===== config.mk =====
export PLATFORM = sky130hd
export DESIGN_NAME = tbbp_mem
export DESIGN_NICKNAME = d
export VERILOG_FILES = /design/src/hw/rtl/tbbp_pkg.sv /design/src/hw/rtl/tbbp_mem.sv
export SDC_FILE = /design/constraint.sdc
export NUM_CORES = 2
export LEC_CHECK = 0
export ABC_AREA = 1
export CAP_MARGIN = 0
export CORE_UTILIZATION = 55
export DETAILED_ROUTE_END_ITERATION = 10
export DONT_BUFFER_PORTS = 1
export HOLD_SLACK_MARGIN = 0.15
export PLACE_DENSITY_LB_ADDON = 0.25
export SETUP_SLACK_MARGIN = 0.4
export SYNTH_ARGS = -nofsm -noshare
export SYNTH_HDL_FRONTEND = slang
export SYNTH_SLANG_ARGS = --single-unit

===== constraint.sdc =====
create_clock -name clk -period 7.5 [get_ports clk]
set_clock_uncertainty 0.2 [all_clocks]
set_input_delay 0.75 -clock clk [delete_from_list [all_inputs] [get_ports clk]]
set_output_delay 0.75 -clock clk [all_outputs]
set_load 0.01 [all_outputs]

===== src/hw/rtl/tbbp_pkg.sv =====
// Shared widths, register indexes, unit opcodes and control structs of the burst profiler.
`default_nettype none

package tbbp_pkg;

  localparam int TIME_W  = 48;  // arrival timestamp, ticks
  localparam int WORK_W  = 32;  // work per entry, integer units
  localparam int RATE_W  = 32;  // drain rate, Q16.16
  localparam int FRAC_W  = 16;  // fraction bits of rates and levels
  localparam int LVL_W   = 64;  // bucket level and peak, Q48.16
  localparam int CNT_W   = 5;   // rate count register
  localparam int RIDX_W  = 4;   // reported rate index
  localparam int CFG_IDX_W = 2;
  localparam int CFG_DATA_W = 32;

  localparam logic [CFG_IDX_W-1:0] CFG_RATE_MAX   = 2'd0;
  localparam logic [CFG_IDX_W-1:0] CFG_RATE_STEP  = 2'd1;
  localparam logic [CFG_IDX_W-1:0] CFG_RATE_COUNT = 2'd2;

  localparam logic [RATE_W-1:0] RATE_MAX_RST   = 32'd65536;
  localparam logic [RATE_W-1:0] RATE_STEP_RST  = 32'd66;
  localparam logic [CNT_W-1:0]  RATE_COUNT_RST = 5'd16;

  // Operations of the shared arithmetic unit.
  typedef enum logic [2:0] {
    OP_NONE,
    OP_ELAPSED,
    OP_RATE,
    OP_MUL_LO,
    OP_MUL_HI,
    OP_AMOUNT,
    OP_DRAIN,
    OP_FILL_PEAK
  } alu_op_t;

  // Control of the bucket and peak store.
  typedef struct packed {
    logic rd_en;
    logic wr_en;
    logic clear;
  } mem_ctrl_t;

endpackage

`default_nettype wire


===== src/hw/rtl/tbbp_mem.sv =====
// Bucket level and peak store with per-entry valid bits so a trace end clears it at once.
`default_nettype none

module tbbp_mem
  import tbbp_pkg::*;
#(
  parameter int NUM_RATES = 16,
  localparam int IDX_W = (NUM_RATES > 1) ? $clog2(NUM_RATES) : 1
) (
  input  wire logic             clk,
  input  wire logic             rst,
  input  wire mem_ctrl_t        ctrl,
  input  wire logic [IDX_W-1:0] addr,
  input  wire logic [LVL_W-1:0] wr_level,
  input  wire logic [LVL_W-1:0] wr_peak,
  output logic      [LVL_W-1:0] rd_level,
  output logic      [LVL_W-1:0] rd_peak
);

  logic [LVL_W-1:0]     level_mem [NUM_RATES];
  logic [LVL_W-1:0]     peak_mem  [NUM_RATES];
  logic [NUM_RATES-1:0] valid;
  logic [LVL_W-1:0]     level_q;
  logic [LVL_W-1:0]     peak_q;
  logic                 valid_q;

  always_ff @(posedge clk) begin
    if (ctrl.wr_en) begin
      level_mem[addr] <= wr_level;
      peak_mem[addr]  <= wr_peak;
    end
    if (ctrl.rd_en) begin
      level_q <= level_mem[addr];
      peak_q  <= peak_mem[addr];
    end
  end

  always_ff @(posedge clk) begin
    if (rst) begin
      valid   <= '0;
      valid_q <= 1'b0;
    end else begin
      if (ctrl.clear) begin
        valid <= '0;
      end else if (ctrl.wr_en) begin
        valid[addr] <= 1'b1;
      end
      if (ctrl.rd_en) begin
        valid_q <= valid[addr];
      end
    end
  end

  // An entry never written since the last clear reads as zero.
  assign rd_level = valid_q ? level_q : '0;
  assign rd_peak  = valid_q ? peak_q  : '0;

endmodule

`default_nettype wire


# == After elaboration in Yosys (flattened, before gate mapping) ==
# Memories as Yosys holds them, arrays and structs flattened. A register that Yosys moved wholly into a read port is not among the register bits.
# Cells that the tools add are included.
# totals
ff_bits,17
ramBits,2048
input_bits,137
out_inout_bits,128
word_cells,17
mem_count,2
# memory_table
memory,words,width,read_ports,rd_clocked_by_memory_dff,write_ports,line,source
level_mem,16,64,1,1,1,tbbp_mem.sv:20,logic [LVL_W-1:0] level_mem [NUM_RATES];
peak_mem,16,64,1,1,1,tbbp_mem.sv:21,logic [LVL_W-1:0] peak_mem [NUM_RATES];
# classes
order_cmp,2
muxes,8
bitwise_logic,1
reduce_logical,2
# ops
op,n
$mux W64,2
$or A16 B16 Y16,1
$lt A4 B5 Y1 const B,1
$bmux W1 S4,1
$demux W1 S4,1
$ge A4 B1 Y1 const B,1
$mux W1,4
$reduce_or A2 Y1,1
$logic_and A1 B1 Y1,1

# == Depth between registers and ports, before layout ==
# logic_depth
depth_word,5
ltp_mapped,9
mapped_depth_nobuf,9

# == Worst setup path before layout ==
# Ideal clock, no wire load.
# synth_path
path_kind,input to register
from,in addr[1]
to,mem level_mem[10][0] (enable)
arrival_ns,6.624
slack_ns,0.058
path_stages,5
path_buffers,1
cell_sequence,buf_4 inv_1 nor3_1 inv_1 nor2_1
# synth_rtl
element,line,source
from (decl),tbbp_mem.sv:13,"input wire logic [IDX_W-1:0] addr,"
to (decl),tbbp_mem.sv:20,
# No word-level cell before the write port.

# == Worst setup path in the final report ==
# layout_path
from,reg valid_q
to,out rd_level[55]
# layout_between
elab_chain_cells,1
# layout_lines
element,line,source
from (decl),tbbp_mem.sv:25,logic valid_q;
from (signal assigned),tbbp_mem.sv:49,valid_q <= valid[addr];
$mux W64,tbbp_mem.sv:55,assign rd_level = valid_q ? level_q : '0;
to (decl),tbbp_mem.sv:16,"output logic [LVL_W-1:0] rd_level,"
# No other way between the ends.

==> impl_metrics.env <==
export IMPL_synth_top_family_by_area="simple AND/OR/NAND/NOR gates"
export IMPL_slew_headroom=0.224
export IMPL_ys_seq_area_frac=0.804
export IMPL_power_density_nw_per_um2=276
export IMPL_grt_start_max_net_pins=173
export IMPL_rows=141
export IMPL_synth_simple_area_share=0.150
export IMPL_synth_warnings=0
export IMPL_dr_total_vias=47800
export IMPL_synth_fp_nets=5945
export IMPL_clk_pin_slew_ns=0.06
export IMPL_drt_iter0_drc=5047
export IMPL_cts_sinks=2193
export IMPL_cts_buffers=209
export IMPL_yosys_top_cells_area="edfxtp_1, nand2_1, nand4_1"
export IMPL_htree_levels=4
export IMPL_grt_pass1_vias=46700
export IMPL_worstHoldPathType="in2reg"
export IMPL_synth_adder_area_share=0
export IMPL_p_leak_nw=31.1
export IMPL_post_cts_buffers=0
export IMPL_nFillCells=10600
export IMPL_die_width_um=387
export IMPL_place_hpwl_um=90500
export IMPL_cp_required_ns=6.55
export IMPL_wire_per_inst_um=24.6
export IMPL_clock_root_buffer="clkbuf_16"
export IMPL_yosys_area_top_type="edfxtp_1"
export IMPL_synth_compound_area_share=0.0238
export IMPL_drive_gt1_frac=0.0632
export IMPL_path_class="reg2out"
export IMPL_cts_tree="built"
export IMPL_grt_pass1_wl_um=293000
export IMPL_routed_wirelength_um=198000
export IMPL_ir_drop_mv=0.244
export IMPL_finalHoldViolCount=0
export IMPL_die_h_um=387
export IMPL_status="finished, final reports clean"
export IMPL_postSynthCellCount=5808
export IMPL_yosysTopAreaCellShare=0.799
export IMPL_clk_latency_ns=0.81
export IMPL_post_route_drc_count=0
export IMPL_place_congestion=0.753
export IMPL_synth_mux_area_frac=0
export IMPL_nNetsFinal=6056
export IMPL_via_per_inst=5.94
export IMPL_cts_max_path_buffers=3
export IMPL_critical_path_arrival_ns=3.21
export IMPL_gr_usage_all_layers=0.262
export IMPL_cts_repair_resized=0
export IMPL_cp_max_fo=72
export IMPL_fin_crit_sh=0.555
export IMPL_syn2layout_area_growth_pct=12.3
export IMPL_num_io_pins=265
export IMPL_synth_distinct_cells=20
export IMPL_dr_pass1_iters=7
export IMPL_core_region_area_sq_um=148000
export IMPL_antenna_found_initial=32
export IMPL_fin_hold_ws_ns=0.206
export IMPL_maxCapViolations=0
export IMPL_drv_slew=0
export IMPL_port_buffers=0
export IMPL_cp_end_kind="primary output"
export IMPL_avgSynthCellArea_sq_um=14.1
export IMPL_fin_crit_ns=4.16
export IMPL_postRouteAntennaNets=0
export IMPL_worst_slew_pin_transition_ns=1.16
export IMPL_initial_utilization=0.554
export IMPL_fp_dieArea_sq_um=150000
export IMPL_synth_seq_cells=2193
export IMPL_synth_xor_area_frac=0
export IMPL_fin_tns_setup_ns=0
export IMPL_crit_path_start_kind="register"
export IMPL_max_freq_mhz=240
export IMPL_setup_viol=0
export IMPL_overflow=0
export IMPL_synthesis_area_sq_um=81700
export IMPL_grt_setup_unrepaired="false"
worst paths after layout:
| kind | from | endpoint | slack [ns] | cells after the start |
|---|---|---|---|---|
| setup / recovery | valid_q | rd_level[55] | 3.34 | 3 |
| hold / removal | ctrl[0] | valid[12] | 0.21 | 2 |
| setup reg to reg | valid_q | valid_q | 5.34 | 3 |
| hold reg to reg | valid[12] | valid[12] | 0.27 | 2 |
cells by family (layout without fill, tap and decap cells):
| logic type | Yosys count | after routing |
|---|---|---|
| AND/OR/NAND/NOR | 2915 | 2915 |
| AO/OA/AOI/OAI | 259 | 259 |
| flip-flops | 2193 | 2193 |
| other | 0 | 18 |
| buffers and inverters | 441 | 723 |
cells in the final DEF, fill, tap and decap left out, types with 2 or more instances in the layout:
cell type,count
diode_2,18
a22oi_1,256
clkinv_2,36
bufinv_16,19
nor3_1,3
clkinv_16,2
dlygate4sd3_1,131
buf_4,48
clkinv_8,2
nand2_1,2345
nand3_1,2
nor2_4,20
edfxtp_1,2176
dfxtp_1,16
clkbuf_16,212
clkinvlp_4,11
nor2_1,31
buf_12,18
inv_6,7
nand4_1,512
inv_8,3
clkbuf_1,52
clkinv_1,40
inv_1,139
Yosys cell counts:
cell type and number:
a21oi_1 1, a22oi_1 256, buf_1 10, buf_2 135, buf_4 5, clkbuf_1 148, dfxtp_1 17, edfxtp_1 2176
inv_1 141, inv_2 2, nand2_1 2345, nand3_1 2, nand4_1 512, nor2_1 49, nor2_4 2, nor2_8 1
nor3_1 3, o21ba_2 1, o21bai_1 1, or2_2 1
area by class of cell:
cell class	instances	area, sq um	area share
antenna	18	45.0	0.000491
multi-input combinational	3174	14300	0.156
clock inverter	118	1150	0.0125
tap	1930	2410	0.0263
clock buffer	264	5500	0.0599
sequential	2193	65700	0.716
timing repair buffer	198	2060	0.0224
inverter	143	559	0.00610
per-layer routing:
| layer | up-vias | routed length, um | track usage |
|---|---|---|---|
| li1 | 21200 | - | - |
| met1 | 24200 | 83700 | 0.380 |
| met2 | 2056 | 93500 | 0.417 |
| met3 | 300 | 17200 | 0.0471 |
| met4 | 32 | 3410 | 0.0602 |
| met5 | - | 196 | 0 |
sequential cells by signal, summed over array words and instances, names as in the netlist:
name / count
peak_q: 64
valid: 16
level_mem: 1024
peak_mem: 1024
level_q: 64
valid_q: 1
stage by stage:
| step | setup WS (ns) | utilization | power (mW) | std cells | cell area (sq um) |
|---|---|---|---|---|---|
| floorplan | 0.0582 | - | 14.7 | 5808 | 81800 |
| global placement | 3.91 | 0.567 | 15.1 | 7506 | 83700 |
| detailed placement | 3.85 | 0.567 | 15.1 | 7506 | 83700 |
| CTS | 3.25 | 0.621 | 25.4 | 8020 | 91700 |
| global route | 3.17 | 0.621 | 26.0 | 8026 | 91700 |
| finish | 3.34 | 0.621 | 25.3 | 8038 | 91800 |
critical path, cell delays in order (launching register included):
cell and delay [ns]:
dfxtp_4 0.92, buf_4 0.94, nand2_1 0.29, inv_1 0.20
where the power goes:
part	internal (mW)	leakage [nW]	switching (mW)	total (mW)
Sequential	13.8	19.9	0.110	13.9
Combinational	0.285	7.94	0.846	1.13
Clock	5.84	3.22	4.42	10.3
timing repair:
item	in CTS	in global routing
endpoints found under the hold margin	2177	0
hold buffers	132	0
setup endpoints to repair	0	0
Note: power is estimated with default switching activity, not from simulation.
