**src/hw/rtl/tbbp_pkg.sv**
```systemverilog
// Shared widths, register indexes, unit opcodes and control structs of the burst profiler.
`default_nettype none

package tbbp_pkg;

  localparam int TIME_W  = 48;  // arrival timestamp, ticks
  localparam int WORK_W  = 32;  // work per entry, integer units
  localparam int RATE_W  = 32;  // drain rate, Q16.16
  localparam int FRAC_W  = 16;  // fraction bits of rates and levels
  localparam int LVL_W   = 64;  // bucket level and peak, Q48.16
  localparam int CNT_W   = 5;   // rate count register
  localparam int RIDX_W  = 4;   // reported rate index
  localparam int CFG_IDX_W = 2;
  localparam int CFG_DATA_W = 32;

  localparam logic [CFG_IDX_W-1:0] CFG_RATE_MAX   = 2'd0;
  localparam logic [CFG_IDX_W-1:0] CFG_RATE_STEP  = 2'd1;
  localparam logic [CFG_IDX_W-1:0] CFG_RATE_COUNT = 2'd2;

  localparam logic [RATE_W-1:0] RATE_MAX_RST   = 32'd65536;
  localparam logic [RATE_W-1:0] RATE_STEP_RST  = 32'd66;
  localparam logic [CNT_W-1:0]  RATE_COUNT_RST = 5'd16;

  // Operations of the shared arithmetic unit.
  typedef enum logic [2:0] {
    OP_NONE,
    OP_ELAPSED,
    OP_RATE,
    OP_MUL_LO,
    OP_MUL_HI,
    OP_AMOUNT,
    OP_DRAIN,
    OP_FILL_PEAK
  } alu_op_t;

  // Control of the bucket and peak store.
  typedef struct packed {
    logic rd_en;
    logic wr_en;
    logic clear;
  } mem_ctrl_t;

endpackage

`default_nettype wire

```
**src/hw/rtl/tbbp_alu.sv**
```systemverilog
// Shared multiply and add/subtract unit that drains, fills and compares one bucket per pass.
`default_nettype none

module tbbp_alu
  import tbbp_pkg::*;
#(
  parameter int NUM_RATES = 16
) (
  input  wire logic                clk,
  input  wire alu_op_t             op,
  input  wire logic [RATE_W-1:0]   rate_max,
  input  wire logic [RATE_W-1:0]   rate_step,
  input  wire logic [TIME_W-1:0]   now,
  input  wire logic [TIME_W-1:0]   prev,
  input  wire logic [WORK_W-1:0]   work,
  input  wire logic [LVL_W-1:0]    level_in,
  input  wire logic [LVL_W-1:0]    peak_in,
  output logic      [LVL_W-1:0]    level_out,
  output logic      [LVL_W-1:0]    peak_out
);

  // Rate offset i*rate_step never needs more than this many bits.
  localparam int DEC_W = RATE_W + ((NUM_RATES > 1) ? $clog2(NUM_RATES) : 1);
  localparam int HI_W  = TIME_W - RATE_W;

  logic [TIME_W-1:0]      elapsed;
  logic [DEC_W-1:0]       dec;
  logic [RATE_W-1:0]      rate;
  logic [LVL_W-1:0]       prod;
  logic [RATE_W+HI_W-1:0] hi;
  logic [LVL_W-1:0]       amount;
  logic                   ovf;
  logic [LVL_W-1:0]       lvl;

  logic [LVL_W-1:0] add_a;
  logic [LVL_W-1:0] add_b;
  logic             add_sub;
  logic [LVL_W:0]   sum;
  logic             carry;
  logic [RATE_W-1:0] mul_b;
  logic [LVL_W-1:0]  mul_p;

  // Operand selection for the single 65-bit adder.
  always_comb begin
    add_a   = '0;
    add_b   = '0;
    add_sub = 1'b0;
    case (op)
      OP_ELAPSED: begin
        add_a   = LVL_W'(now);
        add_b   = LVL_W'(prev);
        add_sub = 1'b1;
      end
      OP_RATE: begin
        add_a   = LVL_W'(rate_max);
        add_b   = LVL_W'(dec);
        add_sub = 1'b1;
      end
      OP_MUL_LO: begin
        add_a = LVL_W'(dec);
        add_b = LVL_W'(rate_step);
      end
      OP_AMOUNT: begin
        add_a = prod;
        add_b = {hi[RATE_W-1:0], {RATE_W{1'b0}}};
      end
      OP_DRAIN: begin
        add_a   = level_in;
        add_b   = amount;
        add_sub = 1'b1;
      end
      OP_FILL_PEAK: begin
        add_a = lvl;
        add_b = LVL_W'({work, {FRAC_W{1'b0}}});
      end
      default: begin
        add_a = '0;
      end
    endcase
  end

  assign sum   = {1'b0, add_a} + {1'b0, (add_sub ? ~add_b : add_b)} + (LVL_W+1)'(add_sub);
  assign carry = sum[LVL_W];

  // One 32x32 multiplier; the 48-bit elapsed time goes through it in two halves.
  assign mul_b = (op == OP_MUL_HI) ? RATE_W'(elapsed[TIME_W-1:RATE_W]) : elapsed[RATE_W-1:0];
  assign mul_p = LVL_W'(rate) * LVL_W'(mul_b);

  // The fill and the peak compare share a cycle: the compare uses the filled
  // level directly, so it runs on its own comparator.
  logic [LVL_W-1:0] filled;
  assign filled    = carry ? '1 : sum[LVL_W-1:0];
  assign level_out = filled;
  assign peak_out  = (filled > peak_in) ? filled : peak_in;

  always_ff @(posedge clk) begin
    case (op)
      OP_ELAPSED: begin
        elapsed <= carry ? sum[TIME_W-1:0] : '0;
        dec     <= '0;
      end
      OP_RATE: begin
        rate <= (carry && (|sum[LVL_W-1:0])) ? sum[RATE_W-1:0] : '0;
      end
      OP_MUL_LO: begin
        prod <= mul_p;
        dec  <= sum[DEC_W-1:0];
      end
      OP_MUL_HI: begin
        hi <= mul_p[RATE_W+HI_W-1:0];
      end
      OP_AMOUNT: begin
        amount <= sum[LVL_W-1:0];
        ovf    <= carry | (|hi[RATE_W+HI_W-1:RATE_W]);
      end
      OP_DRAIN: begin
        lvl <= (ovf || !carry) ? '0 : sum[LVL_W-1:0];
      end
      default: begin
        lvl <= lvl;
      end
    endcase
  end

endmodule

`default_nettype wire

```
**config.mk**
```make
export PLATFORM = sky130hd
export DESIGN_NAME = tbbp_alu
export DESIGN_NICKNAME = d
export VERILOG_FILES = /design/src/hw/rtl/tbbp_pkg.sv /design/src/hw/rtl/tbbp_alu.sv
export SDC_FILE = /design/constraint.sdc
export NUM_CORES = 2
export LEC_CHECK = 0
export BUFFER_PORTS_ARGS = -buffer_cell sky130_fd_sc_hd__buf_4
export CAP_MARGIN = 20
export CORE_MARGIN = 5
export CORE_UTILIZATION = 57
export DETAILED_ROUTE_END_ITERATION = 6
export PLACE_DENSITY = 0.79
export SETUP_SLACK_MARGIN = 0.4
export SLEW_MARGIN = 0
export SYNTH_ARGS = -nofsm -noshare
export SYNTH_HDL_FRONTEND = slang
export SYNTH_SLANG_ARGS = --single-unit
```
**constraint.sdc**
```tcl
create_clock -name clk -period 12.4 [get_ports clk]
set_input_delay 1.86 -clock clk [delete_from_list [all_inputs] [get_ports clk]]
set_output_delay 1.86 -clock clk [all_outputs]
set_load 0.03 [all_outputs]
```
==> Yosys cells after proc, flatten, opt, wreduce, memory -nomap -nowiden <==
Index checks and enable logic that the tools add are counted.
{ "word_totals": {"word_cells": 36, "reg_bits": 357, "output_inout_bits": 128} }
{ "op_classes": {"n_reduce_logical": 7, "order_cmp": 1, "bitwise_logic": 2, "multipliers": 1, "muxes": 8, "n_addsub": 2, "n_eq_ne": 7} }
{ "op_table": {"columns": ["op", "n"], "rows": [
  ["case mux 64 bit (6 select lines)", 2],
  ["2-to-1 mux 64 bit", 3],
  ["case mux 36 bit (2 select lines)", 1],
  ["adder 64 x 64 -> 65 bit", 1],
  ["adder 65 x 1 -> 65 bit", 1],
  ["> comparator 64 bit", 1],
  ["multiplier 32 x 32 -> 64 bit", 1],
  ["NOT 64 bit", 1],
  ["OR reduction 64 bit", 1],
  ["2-to-1 mux 32 bit", 1],
  ["OR reduction 16 bit", 1],
  ["equality test 3 bit (second input constant)", 4],
  ["equality test 3 x 2 -> 1 bit (second input constant)", 2],
  ["equality test 3 x 1 -> 1 bit (second input constant)", 1],
  ["OR reduction 3 bit", 1],
  ["nonzero test 2 bit", 1],
  ["logical AND 1 bit", 1],
  ["logical NOT 1 bit", 1],
  ["logical OR 1 bit", 1],
  ["2-to-1 mux 1 bit", 1],
  ["OR 1 bit", 1]
]} }

==> Depth between registers and ports, before layout <==
{ "depth": {"word_depth": 9, "ltp_mapped": 37, "ltp_nobuf": 32} }

==> Worst setup path after synthesis <==
No wires, ideal clock.
{ "synth_path": {"path_kind": "input to output", "start": "input op[2]", "end": "output peak_out[1]", "t_arrival_ns": 10.701, "path_slack_ns": -0.161, "cell_stages": 34, "path_cell_list": "buf_2 -> inv_1 -> nand2_1 -> inv_1 -> buf_2 -> nand2_1 -> inv_2 -> clkbuf_1 -> a22oi_1 -> nand3_1 -> ha_1 -> buf_4 -> nand2_1 -> o21ai_0 -> a211oi_1 -> and3_1 -> a211oi_2 -> o2111ai_1 -> a2111oi_4 -> o31ai_1 -> buf_2 -> buf_2 -> nand2_1 -> ha_1 -> a21oi_1 -> nor2_1 -> a2111oi_0 -> a21oi_1 -> o211ai_1 -> nand4_1 -> o21a_1 -> clkbuf_1 -> clkbuf_1 -> o21ai_0"} }
{ "synth_via": {"elab_chain_len": 9, "word_cells_on_any_way": 17, "classes_between": "2 x add/sub; 1 x order compare; 6 x eq/ne; 6 x mux; 1 x bitwise; 1 x reduce/logical"} }
{ "synth_lines": {"columns": ["item", "line", "rtl"], "rows": [
  ["start: declaration", "tbbp_alu.sv:10", "input wire alu_op_t op,"],
  ["equality test 3 bit (tied with other cells)", "tbbp_alu.sv:48", "case (op)"],
  ["case mux 64 bit (6 select lines) / OR reduction 3 bit (equally long branches)", null, null],
  ["NOT 64 bit / 2-to-1 mux 1 bit (equally long branches)", "tbbp_alu.sv:82, tbbp_alu.sv:48", null],
  ["2-to-1 mux 64 bit", "tbbp_alu.sv:82", "assign sum = {1'b0, add_a} + {1'b0, (add_sub ? ~add_b : add_b)} + (LVL_W+1)'(add_sub);"],
  ["adder 64 x 64 -> 65 bit", "tbbp_alu.sv:82", null],
  ["adder 65 x 1 -> 65 bit (*)", "tbbp_alu.sv:82", null],
  ["2-to-1 mux 64 bit (*)", "tbbp_alu.sv:92", "assign filled = carry ? '1 : sum[LVL_W-1:0];"],
  ["via level_out[33]", "tbbp_alu.sv:18", "output logic [LVL_W-1:0] level_out,"],
  ["> comparator 64 bit (*)", "tbbp_alu.sv:94", "assign peak_out = (filled > peak_in) ? filled : peak_in;"],
  ["2-to-1 mux 64 bit (*)", "tbbp_alu.sv:94", null],
  ["end: declaration", "tbbp_alu.sv:19", "output logic [LVL_W-1:0] peak_out"]
]} }
Mark *: on every way through the listed nets, which the timed path passes. The rest lies on a longest branch.

==> Final worst setup path <==
{ "layout_path": {"start": "input op[0]", "end": "output peak_out[55]"} }
{ "layout_via": {"elab_chain_len": 9, "word_cells_on_any_way": 17, "classes_between": "2 x add/sub; 1 x order compare; 6 x eq/ne; 6 x mux; 1 x bitwise; 1 x reduce/logical"} }
{ "layout_lines": {"columns": ["item", "line"], "rows": [
  ["equality test 3 bit (tied with other cells)", "tbbp_alu.sv:48"],
  ["case mux 64 bit (6 select lines) / OR reduction 3 bit (equally long branches)", null],
  ["NOT 64 bit / 2-to-1 mux 1 bit (equally long branches)", "tbbp_alu.sv:82, tbbp_alu.sv:48"],
  ["2-to-1 mux 64 bit", "tbbp_alu.sv:82"],
  ["adder 64 x 64 -> 65 bit", "tbbp_alu.sv:82"],
  ["adder 65 x 1 -> 65 bit (*)", "tbbp_alu.sv:82"],
  ["2-to-1 mux 64 bit (*)", "tbbp_alu.sv:92"],
  ["> comparator 64 bit", "tbbp_alu.sv:94"],
  ["2-to-1 mux 64 bit (*)", "tbbp_alu.sv:94"]
]} }
Mark *: on every way between the ends. The rest lies on a longest branch, timed or not.

==> metrics.txt <==
Die X-Extent=323 µm; Max Fclk=0.0860 GHz; worst r2r src=elapsed[16]; outcome=finished, violations left; first-pass GRT wire length=295000 µm; Critical R2R Capture=prod[54]; RSZ-0062 raised after global routing=no; crit path to=peak_out[55]; reg2reg path depth=24; Detailed Route WL=198000 µm; Sink Count=357; Final Cycle Share=0.937; Yosys reg bits=357; Crit. End Element=primary output; Crit Path Max Fanout=44; CTS tree=built; Overflow after GRT=0; residual DRC count=11; Final Hold Fails=0; Worst Tran Pin Value=1.09 ns; antenna viol nets, final=0; Post-Synthesis Net Count=7668; Slowest-stage cell, CP=a221oi_1; Post-synth EDFFs=357; Placer Congestion=1.10; ys async rst share=0; layout cells sized above 1=0.122; IO Pins=452; Routed WL per cell=25.8 µm; Vias=47300; Port Buf Inserts=451; vias in the first global route=47300; Final nets=7977; first-pass detailed-route iteration total=7; Syn. warnings=0; initial antenna violation count=14; Main synth FF type=edfxtp_1; required time worst endpoint=10.54 ns; Max Clock Skew=0.0455 ns; Hold Path Class=flop to flop; max-slew violation count=0; register area share after synthesis=0.192; most common cell after layout, fill and taps aside=inv_1; Crit Path Category=input port to primary output; clock latency on the worst-skew pair=0.56 ns; number of H-tree levels=2; Synth Instances=6057; Area Growth Syn to Fin=11.4%; drt via density=6.16; Starting Density=0.577; CTS buffer count=36; minimum clock period=11.62 ns; cell area after synthesis=0.0559 mm²; element type at the critical path start=input port; core area=0.0970 mm²; worst setup path start=op[0]; most frequent cells in the layout=inv_1, fa_1, nand2_1; Setup TNS Final=0 ns; initial detailed-routing violation count=5389; Avg Cell Area, Syn=9.23 µm²; Die Area=0.104 mm²; Worst-path clk slew=0.06 ns; largest net degree at the start of global routing=81; reg-to-reg slack, setup=3.19 ns; die height=323 µm; crit path DAT=9.76 ns; Post-DP HPWL=161000 µm; Worst slew margin=0.270; CTS Hold Buffers Added=0; failing checks=DRC; GRT Total Usage=0.377; std cell rows=114; Max Cap Viol=0; Synth cell types=80; Clock Tree Buf Depth=3; CP max stage delay=0.59 ns; final setup fails=0; CTS root buffer=clkbuf_16; cell mode on critical path=buf_4
worst max-delay path: cells and delay by family:
family | cells | cell delay, ns
buffers and inverters | 6 | 1.58
adder cells (fa/ha/maj) | 2 | 0.68
AND/OR/NAND/NOR | 7 | 1.37
multiplexers | 1 | 0.31
AO/OA/AOI/OAI | 13 | 3.78
registers in the layout (all words and copies together) (netlist names):
signal   cells
amount      64
lvl         64
prod        64
elapsed     48
hi          48
dec         36
rate        32
ovf          1
Yosys cell counts (all sizes together) (70+ instances only):
cell type | count | area, µm²
edfxtp | 357 | 10700
o21ai | 214 | 1080
nand2 | 667 | 2500
nor2 | 367 | 1380
a22oi | 86 | 646
ha | 390 | 4880
and2 | 560 | 3500
nor2b | 90 | 563
xnor2 | 70 | 621
fa | 897 | 18000
a21oi | 240 | 1200
a21o | 98 | 736
inv | 1024 | 3840
clkbuf | 312 | 1170
per-layer routing:
metal  vias up  track usage  routed length, µm
met5         -       0.0159                285
met4        12        0.163              11800
met3       636       0.0827              22000
met2      2876        0.604              90900
met1     23800        0.497              72600
li1      20000            -                  -
logic make-up after synthesis:
group | count (synthesis) | synth area share
adder cells (fa/ha/maj) | 1287 | 0.408
flip-flops | 357 | 0.192
buffers and inverters | 1382 | 0.0937
AND/OR/NAND/NOR | 1896 | 0.165
multiplexers | 86 | 0.0163
AO/OA/AOI/OAI | 934 | 0.107
XOR/XNOR | 115 | 0.0181
area by class of cell:
cell class	instances	area, µm²
timing repair buffer	628	4790
clock buffer	42	945
antenna	7	17.5
sequential	357	10700
inverter	1025	3850
fill	8138	34700
clock inverter	21	226
multi-input combinational	4318	40100
tap	1276	1600
repair_timing:
action | in CTS | in global routing
setup buffers | 0 | 5
endpoints found under the setup margin | 0 | 44
resized for setup | 0 | 4
endpoints found under the hold margin | 0 | 0
metrics by stage:
stage / hold WS [ns] / area (µm²) / util / instances / setup WS, ns
finish: 0.679 / 62300 / 0.642 / 7674 / 0.779
global route: 0.762 / 62300 / 0.642 / 7671 / 0.489
CTS: 0.686 / 62200 / 0.641 / 7660 / 0.751
detailed placement: 0.671 / 61000 / 0.629 / 7597 / 0.766
global placement: 0.646 / 61000 / 0.629 / 7595 / 0.812
floorplan: 0.618 / 55900 / - / 6057 / 0.509
how the worst min path moves through the flow:
stage                     slack (ns)  depth (start not counted)  startpoint  end
final                           0.68                          3      hi[43]  ovf
after global routing            0.76                          3      hi[43]  ovf
after CTS                       0.69                          3      hi[43]  ovf
after detailed placement        0.67                          3      hi[43]  ovf
after global placement          0.65                          3      hi[42]  ovf
after floorplan                 0.62                          3      hi[42]  ovf
Power is not shown: default switching activity piles up to over one toggle a cycle in this logic, so the estimate is an artifact.
